<file path="src/hdl/line_rasterizer_bresenham_defines.svh">
// Assertion macros shared by the line rasterizer modules.
`ifndef LINE_RASTERIZER_BRESENHAM_DEFINES_SVH
`define LINE_RASTERIZER_BRESENHAM_DEFINES_SVH

`ifndef NO_ASSERTIONS

`define LRB_ASSERT_IMP(lbl, clk, rstn, ante, cons) \
  lbl: assert property (@(posedge clk) disable iff (!rstn) (ante) |-> (cons)) \
    else $error("assertion failed");

`define LRB_ASSERT_NXT(lbl, clk, rstn, ante, cons) \
  lbl: assert property (@(posedge clk) disable iff (!rstn) (ante) |=> (cons)) \
    else $error("assertion failed");

`else

`define LRB_ASSERT_IMP(lbl, clk, rstn, ante, cons)

`define LRB_ASSERT_NXT(lbl, clk, rstn, ante, cons)

`endif

`endif

</file>
<file path="src/hdl/lrb_pkg.sv">
// Package with word types and constants of the line rasterizer.
`default_nettype none

package lrb_pkg;

  localparam int COORD_W      = 6;
  localparam int COLOR_W      = 32;
  localparam int TILE_SIZE_DEF = 64;
  localparam int QUEUE_DEPTH  = 2;
  localparam int ERR_W        = COORD_W + 3;

  typedef logic [COORD_W-1:0] coord_t;
  typedef logic [COLOR_W-1:0] color_t;

  typedef struct packed {
    coord_t start_x;
    coord_t start_y;
    coord_t end_x;
    coord_t end_y;
    color_t line_color;
  } lrb_in_t;

  typedef struct packed {
    coord_t pixel_x;
    coord_t pixel_y;
    color_t pixel_color;
    logic   last_pixel;
  } lrb_out_t;

  typedef struct packed {
    coord_t           major_start;
    coord_t           minor_start;
    coord_t           major_end;
    coord_t           dx;
    logic [COORD_W:0] twice_dy;
    logic             step_down;
    logic             steep;
    color_t           color;
  } lrb_desc_t;

endpackage

`default_nettype wire

</file>
<file path="src/hdl/lrb_front.sv">
// Front end: clamps endpoints, picks the major axis and orders the endpoints.
`default_nettype none

module lrb_front
  import lrb_pkg::*;
#(
  parameter int TILE_SIZE = TILE_SIZE_DEF
) (
  input  wire logic      in_valid,
  output logic           in_stall,
  input  wire lrb_in_t   in_word,
  input  wire logic      q_full,
  output logic           q_push,
  output lrb_desc_t      q_desc
);

  localparam coord_t MAX_COORD = COORD_W'(TILE_SIZE - 1);

  coord_t ax, ay, bx, by;
  coord_t adx, ady;
  logic   steep;
  coord_t a_maj, a_min, b_maj, b_min;
  coord_t s_maj, s_min, e_maj, e_min;
  coord_t dmin;

  function automatic coord_t clamp(input coord_t c);
    clamp = (c > MAX_COORD) ? MAX_COORD : c;
  endfunction

  always_comb begin
    ax = clamp(in_word.start_x);
    ay = clamp(in_word.start_y);
    bx = clamp(in_word.end_x);
    by = clamp(in_word.end_y);
    adx = (ax >= bx) ? (ax - bx) : (bx - ax);
    ady = (ay >= by) ? (ay - by) : (by - ay);
    steep = adx < ady;
    a_maj = steep ? ay : ax;
    a_min = steep ? ax : ay;
    b_maj = steep ? by : bx;
    b_min = steep ? bx : by;
    if (a_maj > b_maj) begin
      s_maj = b_maj;
      s_min = b_min;
      e_maj = a_maj;
      e_min = a_min;
    end else begin
      s_maj = a_maj;
      s_min = a_min;
      e_maj = b_maj;
      e_min = b_min;
    end
    dmin = (e_min >= s_min) ? (e_min - s_min) : (s_min - e_min);
    q_desc.major_start = s_maj;
    q_desc.minor_start = s_min;
    q_desc.major_end   = e_maj;
    q_desc.dx          = e_maj - s_maj;
    q_desc.twice_dy    = {dmin, 1'b0};
    q_desc.step_down   = !(e_min > s_min);
    q_desc.steep       = steep;
    q_desc.color       = in_word.line_color;
  end

  assign in_stall = q_full;
  assign q_push   = in_valid && !q_full;

endmodule

`default_nettype wire

</file>
<file path="src/hdl/lrb_queue.sv">
// Short queue of line descriptors between front end and stepper.
`default_nettype none

`include "line_rasterizer_bresenham_defines.svh"

module lrb_queue
  import lrb_pkg::*;
#(
  parameter int DEPTH = QUEUE_DEPTH
) (
  input  wire logic      clk,
  input  wire logic      rst_n,
  input  wire logic      push,
  input  wire lrb_desc_t push_desc,
  output logic           full,
  input  wire logic      pop,
  output logic           head_valid,
  output lrb_desc_t      head_desc
);

  localparam int PTR_W = (DEPTH > 1) ? $clog2(DEPTH) : 1;
  localparam int CNT_W = $clog2(DEPTH + 1);

  lrb_desc_t           mem_r [DEPTH];
  logic [PTR_W-1:0]    wr_ptr_r, wr_ptr_nxt;
  logic [PTR_W-1:0]    rd_ptr_r, rd_ptr_nxt;
  logic [CNT_W-1:0]    count_r, count_nxt;

  function automatic logic [PTR_W-1:0] bump(input logic [PTR_W-1:0] p);
    bump = (p == PTR_W'(DEPTH - 1)) ? '0 : p + 1'b1;
  endfunction

  always_comb begin
    wr_ptr_nxt = push ? bump(wr_ptr_r) : wr_ptr_r;
    rd_ptr_nxt = pop ? bump(rd_ptr_r) : rd_ptr_r;
    count_nxt  = count_r;
    if (push && !pop) begin
      count_nxt = count_r + 1'b1;
    end else if (pop && !push) begin
      count_nxt = count_r - 1'b1;
    end
  end

  always_ff @(posedge clk) begin
    if (!rst_n) begin
      wr_ptr_r <= '0;
      rd_ptr_r <= '0;
      count_r  <= '0;
    end else begin
      wr_ptr_r <= wr_ptr_nxt;
      rd_ptr_r <= rd_ptr_nxt;
      count_r  <= count_nxt;
    end
  end

  always_ff @(posedge clk) begin
    if (push) begin
      mem_r[wr_ptr_r] <= push_desc;
    end
  end

  assign full       = count_r == CNT_W'(DEPTH);
  assign head_valid = count_r != '0;
  assign head_desc  = mem_r[rd_ptr_r];

  `LRB_ASSERT_IMP(a_count_bound, clk, rst_n, 1'b1, count_r <= CNT_W'(DEPTH))
  `LRB_ASSERT_IMP(a_pop_nonempty, clk, rst_n, pop, count_r != '0)
  `LRB_ASSERT_NXT(a_push_count, clk, rst_n, push && !pop, count_r == $past(count_r) + 1'b1)

endmodule

`default_nettype wire

</file>
<file path="src/hdl/lrb_back.sv">
// Back end: steps the doubled error term and emits one pixel per word.
`default_nettype none

`include "line_rasterizer_bresenham_defines.svh"

module lrb_back
  import lrb_pkg::*;
(
  input  wire logic      clk,
  input  wire logic      rst_n,
  input  wire logic      q_valid,
  input  wire lrb_desc_t q_desc,
  output logic           q_pop,
  output logic           out_valid,
  input  wire logic      out_stall,
  output lrb_out_t       out_word
);

  logic                    active_r, active_nxt;
  coord_t                  major_r, major_nxt;
  coord_t                  minor_r, minor_nxt;
  coord_t                  end_r, end_nxt;
  coord_t                  dx_r, dx_nxt;
  logic [COORD_W:0]        tdy_r, tdy_nxt;
  logic                    down_r, down_nxt;
  logic                    steep_r, steep_nxt;
  color_t                  color_r, color_nxt;
  logic signed [ERR_W-1:0] err_r, err_nxt;
  logic signed [ERR_W-1:0] err_sum, dx_s;
  logic                    last, take, over;

  always_comb begin
    last    = major_r == end_r;
    take    = active_r && !out_stall;
    q_pop   = q_valid && (!active_r || (take && last));
    dx_s    = $signed({{(ERR_W-COORD_W){1'b0}}, dx_r});
    err_sum = err_r + $signed({{(ERR_W-COORD_W-1){1'b0}}, tdy_r});
    over    = err_sum > dx_s;

    active_nxt = active_r;
    major_nxt  = major_r;
    minor_nxt  = minor_r;
    end_nxt    = end_r;
    dx_nxt     = dx_r;
    tdy_nxt    = tdy_r;
    down_nxt   = down_r;
    steep_nxt  = steep_r;
    color_nxt  = color_r;
    err_nxt    = err_r;

    if (q_pop) begin
      active_nxt = 1'b1;
      major_nxt  = q_desc.major_start;
      minor_nxt  = q_desc.minor_start;
      end_nxt    = q_desc.major_end;
      dx_nxt     = q_desc.dx;
      tdy_nxt    = q_desc.twice_dy;
      down_nxt   = q_desc.step_down;
      steep_nxt  = q_desc.steep;
      color_nxt  = q_desc.color;
      err_nxt    = '0;
    end else if (take && last) begin
      active_nxt = 1'b0;
    end else if (take) begin
      major_nxt = major_r + 1'b1;
      if (over) begin
        minor_nxt = down_r ? (minor_r - 1'b1) : (minor_r + 1'b1);
        err_nxt   = err_sum - (dx_s <<< 1);
      end else begin
        err_nxt = err_sum;
      end
    end
  end

  always_ff @(posedge clk) begin
    if (!rst_n) begin
      active_r <= 1'b0;
    end else begin
      active_r <= active_nxt;
    end
  end

  always_ff @(posedge clk) begin
    major_r <= major_nxt;
    minor_r <= minor_nxt;
    end_r   <= end_nxt;
    dx_r    <= dx_nxt;
    tdy_r   <= tdy_nxt;
    down_r  <= down_nxt;
    steep_r <= steep_nxt;
    color_r <= color_nxt;
    err_r   <= err_nxt;
  end

  assign out_valid            = active_r;
  assign out_word.pixel_x     = steep_r ? minor_r : major_r;
  assign out_word.pixel_y     = steep_r ? major_r : minor_r;
  assign out_word.pixel_color = color_r;
  assign out_word.last_pixel  = last;

  `LRB_ASSERT_IMP(a_err_bound, clk, rst_n, active_r, err_r <= dx_s)
  `LRB_ASSERT_IMP(a_major_in_span, clk, rst_n, active_r, major_r <= end_r)
  `LRB_ASSERT_NXT(a_major_step, clk, rst_n, take && !last, major_r == $past(major_r) + 1'b1)

endmodule

`default_nettype wire

</file>
<file path="src/hdl/line_rasterizer_bresenham.sv">
// Top level of the Bresenham line rasterizer for one square tile.
// A request is queued, then loaded when the back end is free; its first pixel shows then.
// Each request gives (major-axis span + 1) pixels, 1 to TILE_SIZE, at one pixel per cycle
// unless stalled, by the single back-end error-term stepper; requests follow with no gap.
// A two-entry descriptor queue lets the front end accept while the back end draws.
// Synchronous active-low reset empties the queue and drops any line in progress.
`default_nettype none

module line_rasterizer_bresenham
  import lrb_pkg::*;
#(
  parameter int TILE_SIZE = TILE_SIZE_DEF
) (
  input  wire logic    clk,
  input  wire logic    rst_n,
  input  wire logic    in_valid,
  output logic         in_stall,
  input  wire lrb_in_t in_word,
  output logic         out_valid,
  input  wire logic    out_stall,
  output lrb_out_t     out_word
);

  logic      q_full, q_push, q_pop, q_valid;
  lrb_desc_t push_desc, head_desc;

  lrb_front #(
    .TILE_SIZE (TILE_SIZE)
  ) u_front (
    .in_valid (in_valid),
    .in_stall (in_stall),
    .in_word  (in_word),
    .q_full   (q_full),
    .q_push   (q_push),
    .q_desc   (push_desc)
  );

  lrb_queue #(
    .DEPTH (QUEUE_DEPTH)
  ) u_queue (
    .clk        (clk),
    .rst_n      (rst_n),
    .push       (q_push),
    .push_desc  (push_desc),
    .full       (q_full),
    .pop        (q_pop),
    .head_valid (q_valid),
    .head_desc  (head_desc)
  );

  lrb_back u_back (
    .clk       (clk),
    .rst_n     (rst_n),
    .q_valid   (q_valid),
    .q_desc    (head_desc),
    .q_pop     (q_pop),
    .out_valid (out_valid),
    .out_stall (out_stall),
    .out_word  (out_word)
  );

endmodule

`default_nettype wire
</file>
<file path="config.mk">
export PLATFORM = sky130hd
export DESIGN_NAME = line_rasterizer_bresenham
export DESIGN_NICKNAME = d
export VERILOG_FILES = /design/src/hdl/lrb_pkg.sv /design/src/hdl/lrb_front.sv /design/src/hdl/lrb_queue.sv /design/src/hdl/lrb_back.sv /design/src/hdl/line_rasterizer_bresenham.sv
export VERILOG_INCLUDE_DIRS = /design/src /design/src/hdl
export SDC_FILE = /design/constraint.sdc
export NUM_CORES = 1
export LEC_CHECK = 0
export BUFFER_PORTS_ARGS = -buffer_cell sky130_fd_sc_hd__buf_2
export CORE_MARGIN = 5
export CORE_UTILIZATION = 41
export CTS_CLUSTER_SIZE = 24
export DETAILED_ROUTE_END_ITERATION = 8
export SYNTH_ARGS = -nofsm -noshare
export SYNTH_HDL_FRONTEND = slang
export SYNTH_HIERARCHICAL = 1
export SYNTH_SLANG_ARGS = --single-unit
</file>
<file path="constraint.sdc">
create_clock -name clk -period 14.8 [get_ports clk]
set_input_delay 2.22 -clock clk [delete_from_list [all_inputs] [get_ports clk]]
set_output_delay 2.22 -clock clk [all_outputs]
set_load 0.02 [all_outputs]
</file>
==> flow_metrics.tcl, run 1 <==
set metrics [dict create \
    synth_cells 931 \
    grt_pass1_wl_um 37700 \
    synth_edf_count 195 \
    hold_viol_final 0 \
    cp.arrival_ns 10.88 \
    synthMuxAreaShare 0.112 \
    fmax_mhz 94.0 \
    firstDrtPassIters 6 \
    endpoint_kind "register" \
    period_share 0.719 \
    cts_inserted_buffers 23 \
    synthSimpleGateAreaFrac 0.0677 \
    crit_fanout 39 \
    gp_congestion 0.914 \
    placed_area_um2 12100 \
    mostFrequentLayoutCells "edfxtp_1, buf_2, mux2_2" \
    core-area_um2 27800 \
    cts_resized 0 \
    rr_endpoint "u_queue/count_r[1]" \
    synth_top_area_cell "edfxtp_1" \
    hpwl_um 16900 \
    ys_seq_area_frac 0.533 \
    rsz0062_at_grt "no" \
    synth_xor_area_frac 0.0341 \
    viasPerCell 5.01 \
    cts_tree "done" \
    vias 6913 \
    final_cell_area_um2 12900 \
    cts_hold_buf 0 \
    crit_path_frequent_cell "ha_1" \
    synth_async_sr_flop_share 0 \
    clkLatencyLatePin_ns 0.50 \
    worstReg2RegStart "u_back/major_r[2]" \
    overflow 0 \
    required_ns 15.04 \
    fin_crit_ns 10.64 \
    maxCapViolCount 0 \
    drt-initial-drc-count 357 \
    yosysWarnings 6 \
    status "completed" \
    worst-slew-pin-transition_ns 1.01 \
    grt_max_degree 66 \
    synth-seq-cells 210 \
    grt_antenna_before_repair 0 \
    maxSlewViolCount 0 \
    stdcell_count 1380 \
    final_nets 1117 \
    cts-htree-levels 1 \
    syn-cell-area_um2 11500 \
    clk_path_buf_depth 3 \
    grt_use_total 0.148 \
    die_area_um2 31600 \
    tns_ns 0 \
    setup_viol 0 \
    die_h_um 178 \
    cts_num_sinks 210 \
    routed_wl_um 23500 \
    synth-adder-area-share 0.0871 \
    path_clk_slew_ns 0.06 \
    synth_top_family_by_area "multiplexers" \
    ys_types 70 \
    r2r_cells 11 \
    critPathSlowestCell "a221oi_2" \
    netlist.area_leader.share 0.507 \
    crit_end "u_queue/mem_r[0][40]" \
    ant_nets 0 \
    ys.flop_type "edfxtp_1" \
    routedWlPerCell_um 17.1 \
    cpPeakStageDelay_ns 0.69 \
    area_delta_synth_final_pct 11.6 \
    synth.area.top_cells "edfxtp_1, mux2_2, ha_1" \
    num_rows 61 \
    grt_pass1_vias 7150 \
    hold_class "register to register" \
    drc 0 \
    root_buffer "clkbuf_16" \
    place_inst 1338 \
    fin_skew_ns 0.0141 \
    slew_headroom 0.326 \
    synth_compound_area_frac 0.0973 \
    layout-drive-gt1-share 0.256 \
    crit_start "in_word[45]" \
    post-route-util 0.464 \
    cts_setup_buffers 0 \
    ff2ff_setup_slack_ns 11.15 \
    syn-num-nets 1063 \
    io_buffers 106 \
    min_from "u_back/err_r[0]" \
    worst-setup-path-type "input pin to register" \
    worstSetupStartpointType "input pin" \
    synth.avg_cell_area_um2 12.4 \
    start_util 0.416 \
    layout_commonest_cell "edfxtp_1" \
    fp.dieW_um 178 \
    diodes 0 \
    num_io_pins 107 \
]
synth_stat cells (3+ instances only):
cell type	n
edfxtp_1	195
mux2_2	80
inv_1	66
ha_1	65
nand2_1	53
a21oi_1	46
nor2_1	42
buf_4	39
mux2i_1	37
xnor2_1	32
clkbuf_1	30
o21ai_0	26
nand3_1	16
dfxtp_1	15
o211ai_1	15
and2_1	14
nor2b_1	13
xor2_1	13
a21o_1	11
buf_2	7
buf_6	7
fa_1	7
a31oi_1	6
o21a_1	6
nand2b_1	5
o2111ai_1	5
o21ai_1	5
o21bai_1	5
or3_1	5
nor3_1	4
o211ai_2	4
and3_1	3
maj3_1	3
nand4_1	3
or2_2	3
state kept, by name (all words and copies together) (netlist names), named ones only:
register          cells
u_back/color_r       32
u_back/minor_r        6
u_queue/count_r       2
u_back/major_r        6
u_back/err_r          9
u_queue/mem_r       130
u_queue/wr_ptr_r      1
u_queue/rd_ptr_r      1
u_back/out_valid      1
u_back/end_r          6
u_back/down_r         1
u_back/dx_r           6
u_back/steep_r        1
u_back/tdy_r          7
logic make-up (layout without fill, tap and decap cells):
logic type      after synthesis  count (layout)
compound gates              159             159
xor+xnor                     45              45
fa+ha+maj                    77              77
buf+inv                     154             225
flops                       210             210
mux                         119             119
other cells                   1               1
simple gates                166             166
critical path: cells and delay by family:
kind | cells | cell delay (ns)
AOI/OAI and AO/OA | 18 | 3.88
adders and majority gates | 7 | 1.88
buffers and inverters | 4 | 0.96
muxes | 3 | 0.85
and+or+nand+nor | 5 | 0.72
xor gates and xnor gates | 2 | 0.32
layout make-up:
cell class	count	area, um2
Fill cell	2540	14900
Tap cell	378	473
Multi-Input combinational cell	567	4620
Clock buffer	28	594
Timing Repair Buffer	114	591
Clock inverter	14	183
Inverter	69	259
Sequential cell	210	6160
metrics by stage:
stage                     setup WS (ns)  hold slack, ns
after floorplan                    4.52           0.440
after global placement             3.93           0.447
after detailed placement           3.71           0.455
after CTS                          4.23           0.464
after global routing               3.27           0.486
final                              4.16           0.459
per-layer routing:
metal  up-vias  part of all wire  track usage
met5         -                 0            0
met4         0             0.015       0.0332
met3        24             0.037       0.0175
met2       113              0.51        0.266
met1      3333              0.44        0.194
li1       3443                 -            -
worst min-delay path by stage:
stage,slack (ns),to,depth (start not counted)
floorplan,0.44,u_back/err_r[0],2
global placement,0.45,u_back/err_r[0],2
detailed placement,0.46,u_back/err_r[0],2
CTS,0.46,u_back/err_r[0],2
global route,0.49,u_back/err_r[0],2
finish,0.46,u_back/err_r[0],2
Power of run 1 is not shown: default switching activity piles up to over one toggle a cycle in this logic, so the estimate is an artifact.
==> run 2, diff against run 1 <==
Settings changed: ABC_AREA set to 1.
Clock period 14.8 ns to 10.1 ns, I/O delays scaled along.
==> flow_metrics.tcl, run 2 <==
set metrics [dict create \
    die_h_um 179 \
    hold_viol_final 0 \
    period_share 0.864 \
    synth_edf_count 195 \
    routed_wl_um 23800 \
    final_cell_area_um2 13000 \
    cts_tree "done" \
    cpPeakStageDelay_ns 0.67 \
    multi_input_area_um2 4550 \
    viasPerCell 4.78 \
    largestRegisters "u_queue/mem_r: 130 flops, u_back/color_r: 32 flops, u_back/err_r: 9 flops" \
    num_io_pins 107 \
    yosysWarnings 6 \
    synth_async_sr_flop_share 0 \
    rsz0062_at_grt "no" \
    yosysMostFrequentCell "nand2_1" \
    placed_area_um2 12300 \
    register_area_um2 6160 \
    start_util 0.412 \
    io_buffers 106 \
    fmax_mhz 115 \
    setup_viol 0 \
    synth.area.top_cells "edfxtp_1, ha_1, nand2_1" \
    core-area_um2 28500 \
    layout_commonest_cell "nand2_1" \
    post-route-util 0.457 \
    synth_cells 1083 \
    worst-setup-path-type "input pin to register" \
    gp_congestion 0.893 \
    area_delta_synth_final_pct 10.8 \
    fin_skew_ns 0.0119 \
    top_register "u_queue/mem_r" \
    fin_crit_ns 8.73 \
    num_rows 62 \
    vias 7380 \
    required_ns 10.36 \
    synth_top_area_cell "edfxtp_1" \
    synth_commonest_cells "nand2_1, edfxtp_1, inv_1" \
    synth-seq-cells 210 \
    status "completed" \
    syn-num-nets 1215 \
    overflow 0 \
    path_clk_slew_ns 0.06 \
    diodes 0 \
    grt_pass1_wl_um 37500 \
    grt_use_total 0.146 \
    clk_path_buf_depth 3 \
    hpwl_um 17200 \
    cts_num_sinks 210 \
    die_area_um2 32200 \
    cts_hold_buf 0 \
    cts_resized 0 \
    largest_reg_flops 130 \
    ys_types 51 \
    endpoint_kind "register" \
    ys_seq_area_frac 0.523 \
    drt-initial-drc-count 406 \
    ys.flop_type "edfxtp_1" \
    crit_fanout 45 \
    drc 0 \
    final_nets 1274 \
    grt_max_degree 75 \
    routedWlPerCell_um 15.4 \
    maxSlewViolCount 0 \
    ant_nets 0 \
    cts_setup_buffers 0 \
    grt_pass1_vias 7185 \
    layout-drive-gt1-share 0.224 \
    grt_antenna_before_repair 0 \
    cp.arrival_ns 8.99 \
    maxCapViolCount 0 \
    tns_ns 0 \
    critPathSlowestCell "nand2_2" \
    mostFrequentLayoutCells "nand2_1, edfxtp_1, inv_1" \
    root_buffer "clkbuf_16" \
    stdcell_count 1543 \
    syn-cell-area_um2 11800 \
    netlist.area_leader.share 0.498 \
    fp.dieW_um 179 \
    fill_cells 2688 \
    cts_inserted_buffers 23 \
    worstSetupStartpointType "input pin" \
    place_inst 1501 \
    firstDrtPassIters 5 \
    slew_headroom 0.281 \
    synth.avg_cell_area_um2 10.9 \
    cts-htree-levels 1 \
    clkLatencyLatePin_ns 0.51 \
    hold_class "register to register" \
    worst-slew-pin-transition_ns 1.08 \
]
## run 2: path summary, 6_finish.rpt
kind	slack, ns	depth (start not counted)	from	end
setup / recovery	1.37	37	in_word[51]	u_queue/mem_r[1][40]
hold / removal	0.48	2	u_back/err_r[2]	u_back/err_r[2]
setup reg to reg	6.35	17	u_back/tdy_r[0]	u_back/minor_r[5]
hold reg to reg	0.48	2	u_back/err_r[2]	u_back/err_r[2]
## run 2: through the flow
step	hold slack [ns]	setup WS, ns
4_1_cts	0.482	1.45
5_1_grt	0.499	0.544
2_1_floorplan	0.451	2.14
3_5_place_dp	0.468	0.926
3_3_place_gp	0.464	1.19
6_report	0.483	1.37
## run 2: logic make-up after synthesis
logic type,after synthesis,share of synthesized area
flip-flops,210,0.523
AO/OA/AOI/OAI,134,0.0683
adder cells (fa/ha/maj),72,0.0810
multiplexers,69,0.0818
AND/OR/NAND/NOR,340,0.128
other,1,0.000319
buffers and inverters,221,0.0906
XOR/XNOR,36,0.0268
## run 2: cell type report
class	count	share of cell area
inverters	145	0.0418
well taps	384	0.0369
flip-flops and latches	210	0.472
multi-input cells	652	0.349
clock inverters	11	0.00816
clock buffers	31	0.0488
repair buffers	110	0.0430
## run 2: per-layer routing
| layer | track usage | vias to the layer above | wire length [um] |
|---|---|---|---|
| met5 | 0 | - | 0 |
| met4 | 0.0387 | 0 | 493 |
| met3 | 0.0208 | 38 | 1030 |
| met2 | 0.241 | 143 | 11200 |
| met1 | 0.205 | 3455 | 11000 |
| li1 | - | 3744 | - |
## run 2: critical path: cells and delay by family
| kind | cells | cell delay, ns |
|---|---|---|
| compound gates | 14 | 3.18 |
| xor+xnor | 2 | 0.28 |
| fa+ha+maj | 5 | 1.43 |
| buf+inv | 6 | 0.50 |
| simple gates | 10 | 2.06 |
Power of run 2 is left out for the same reason.
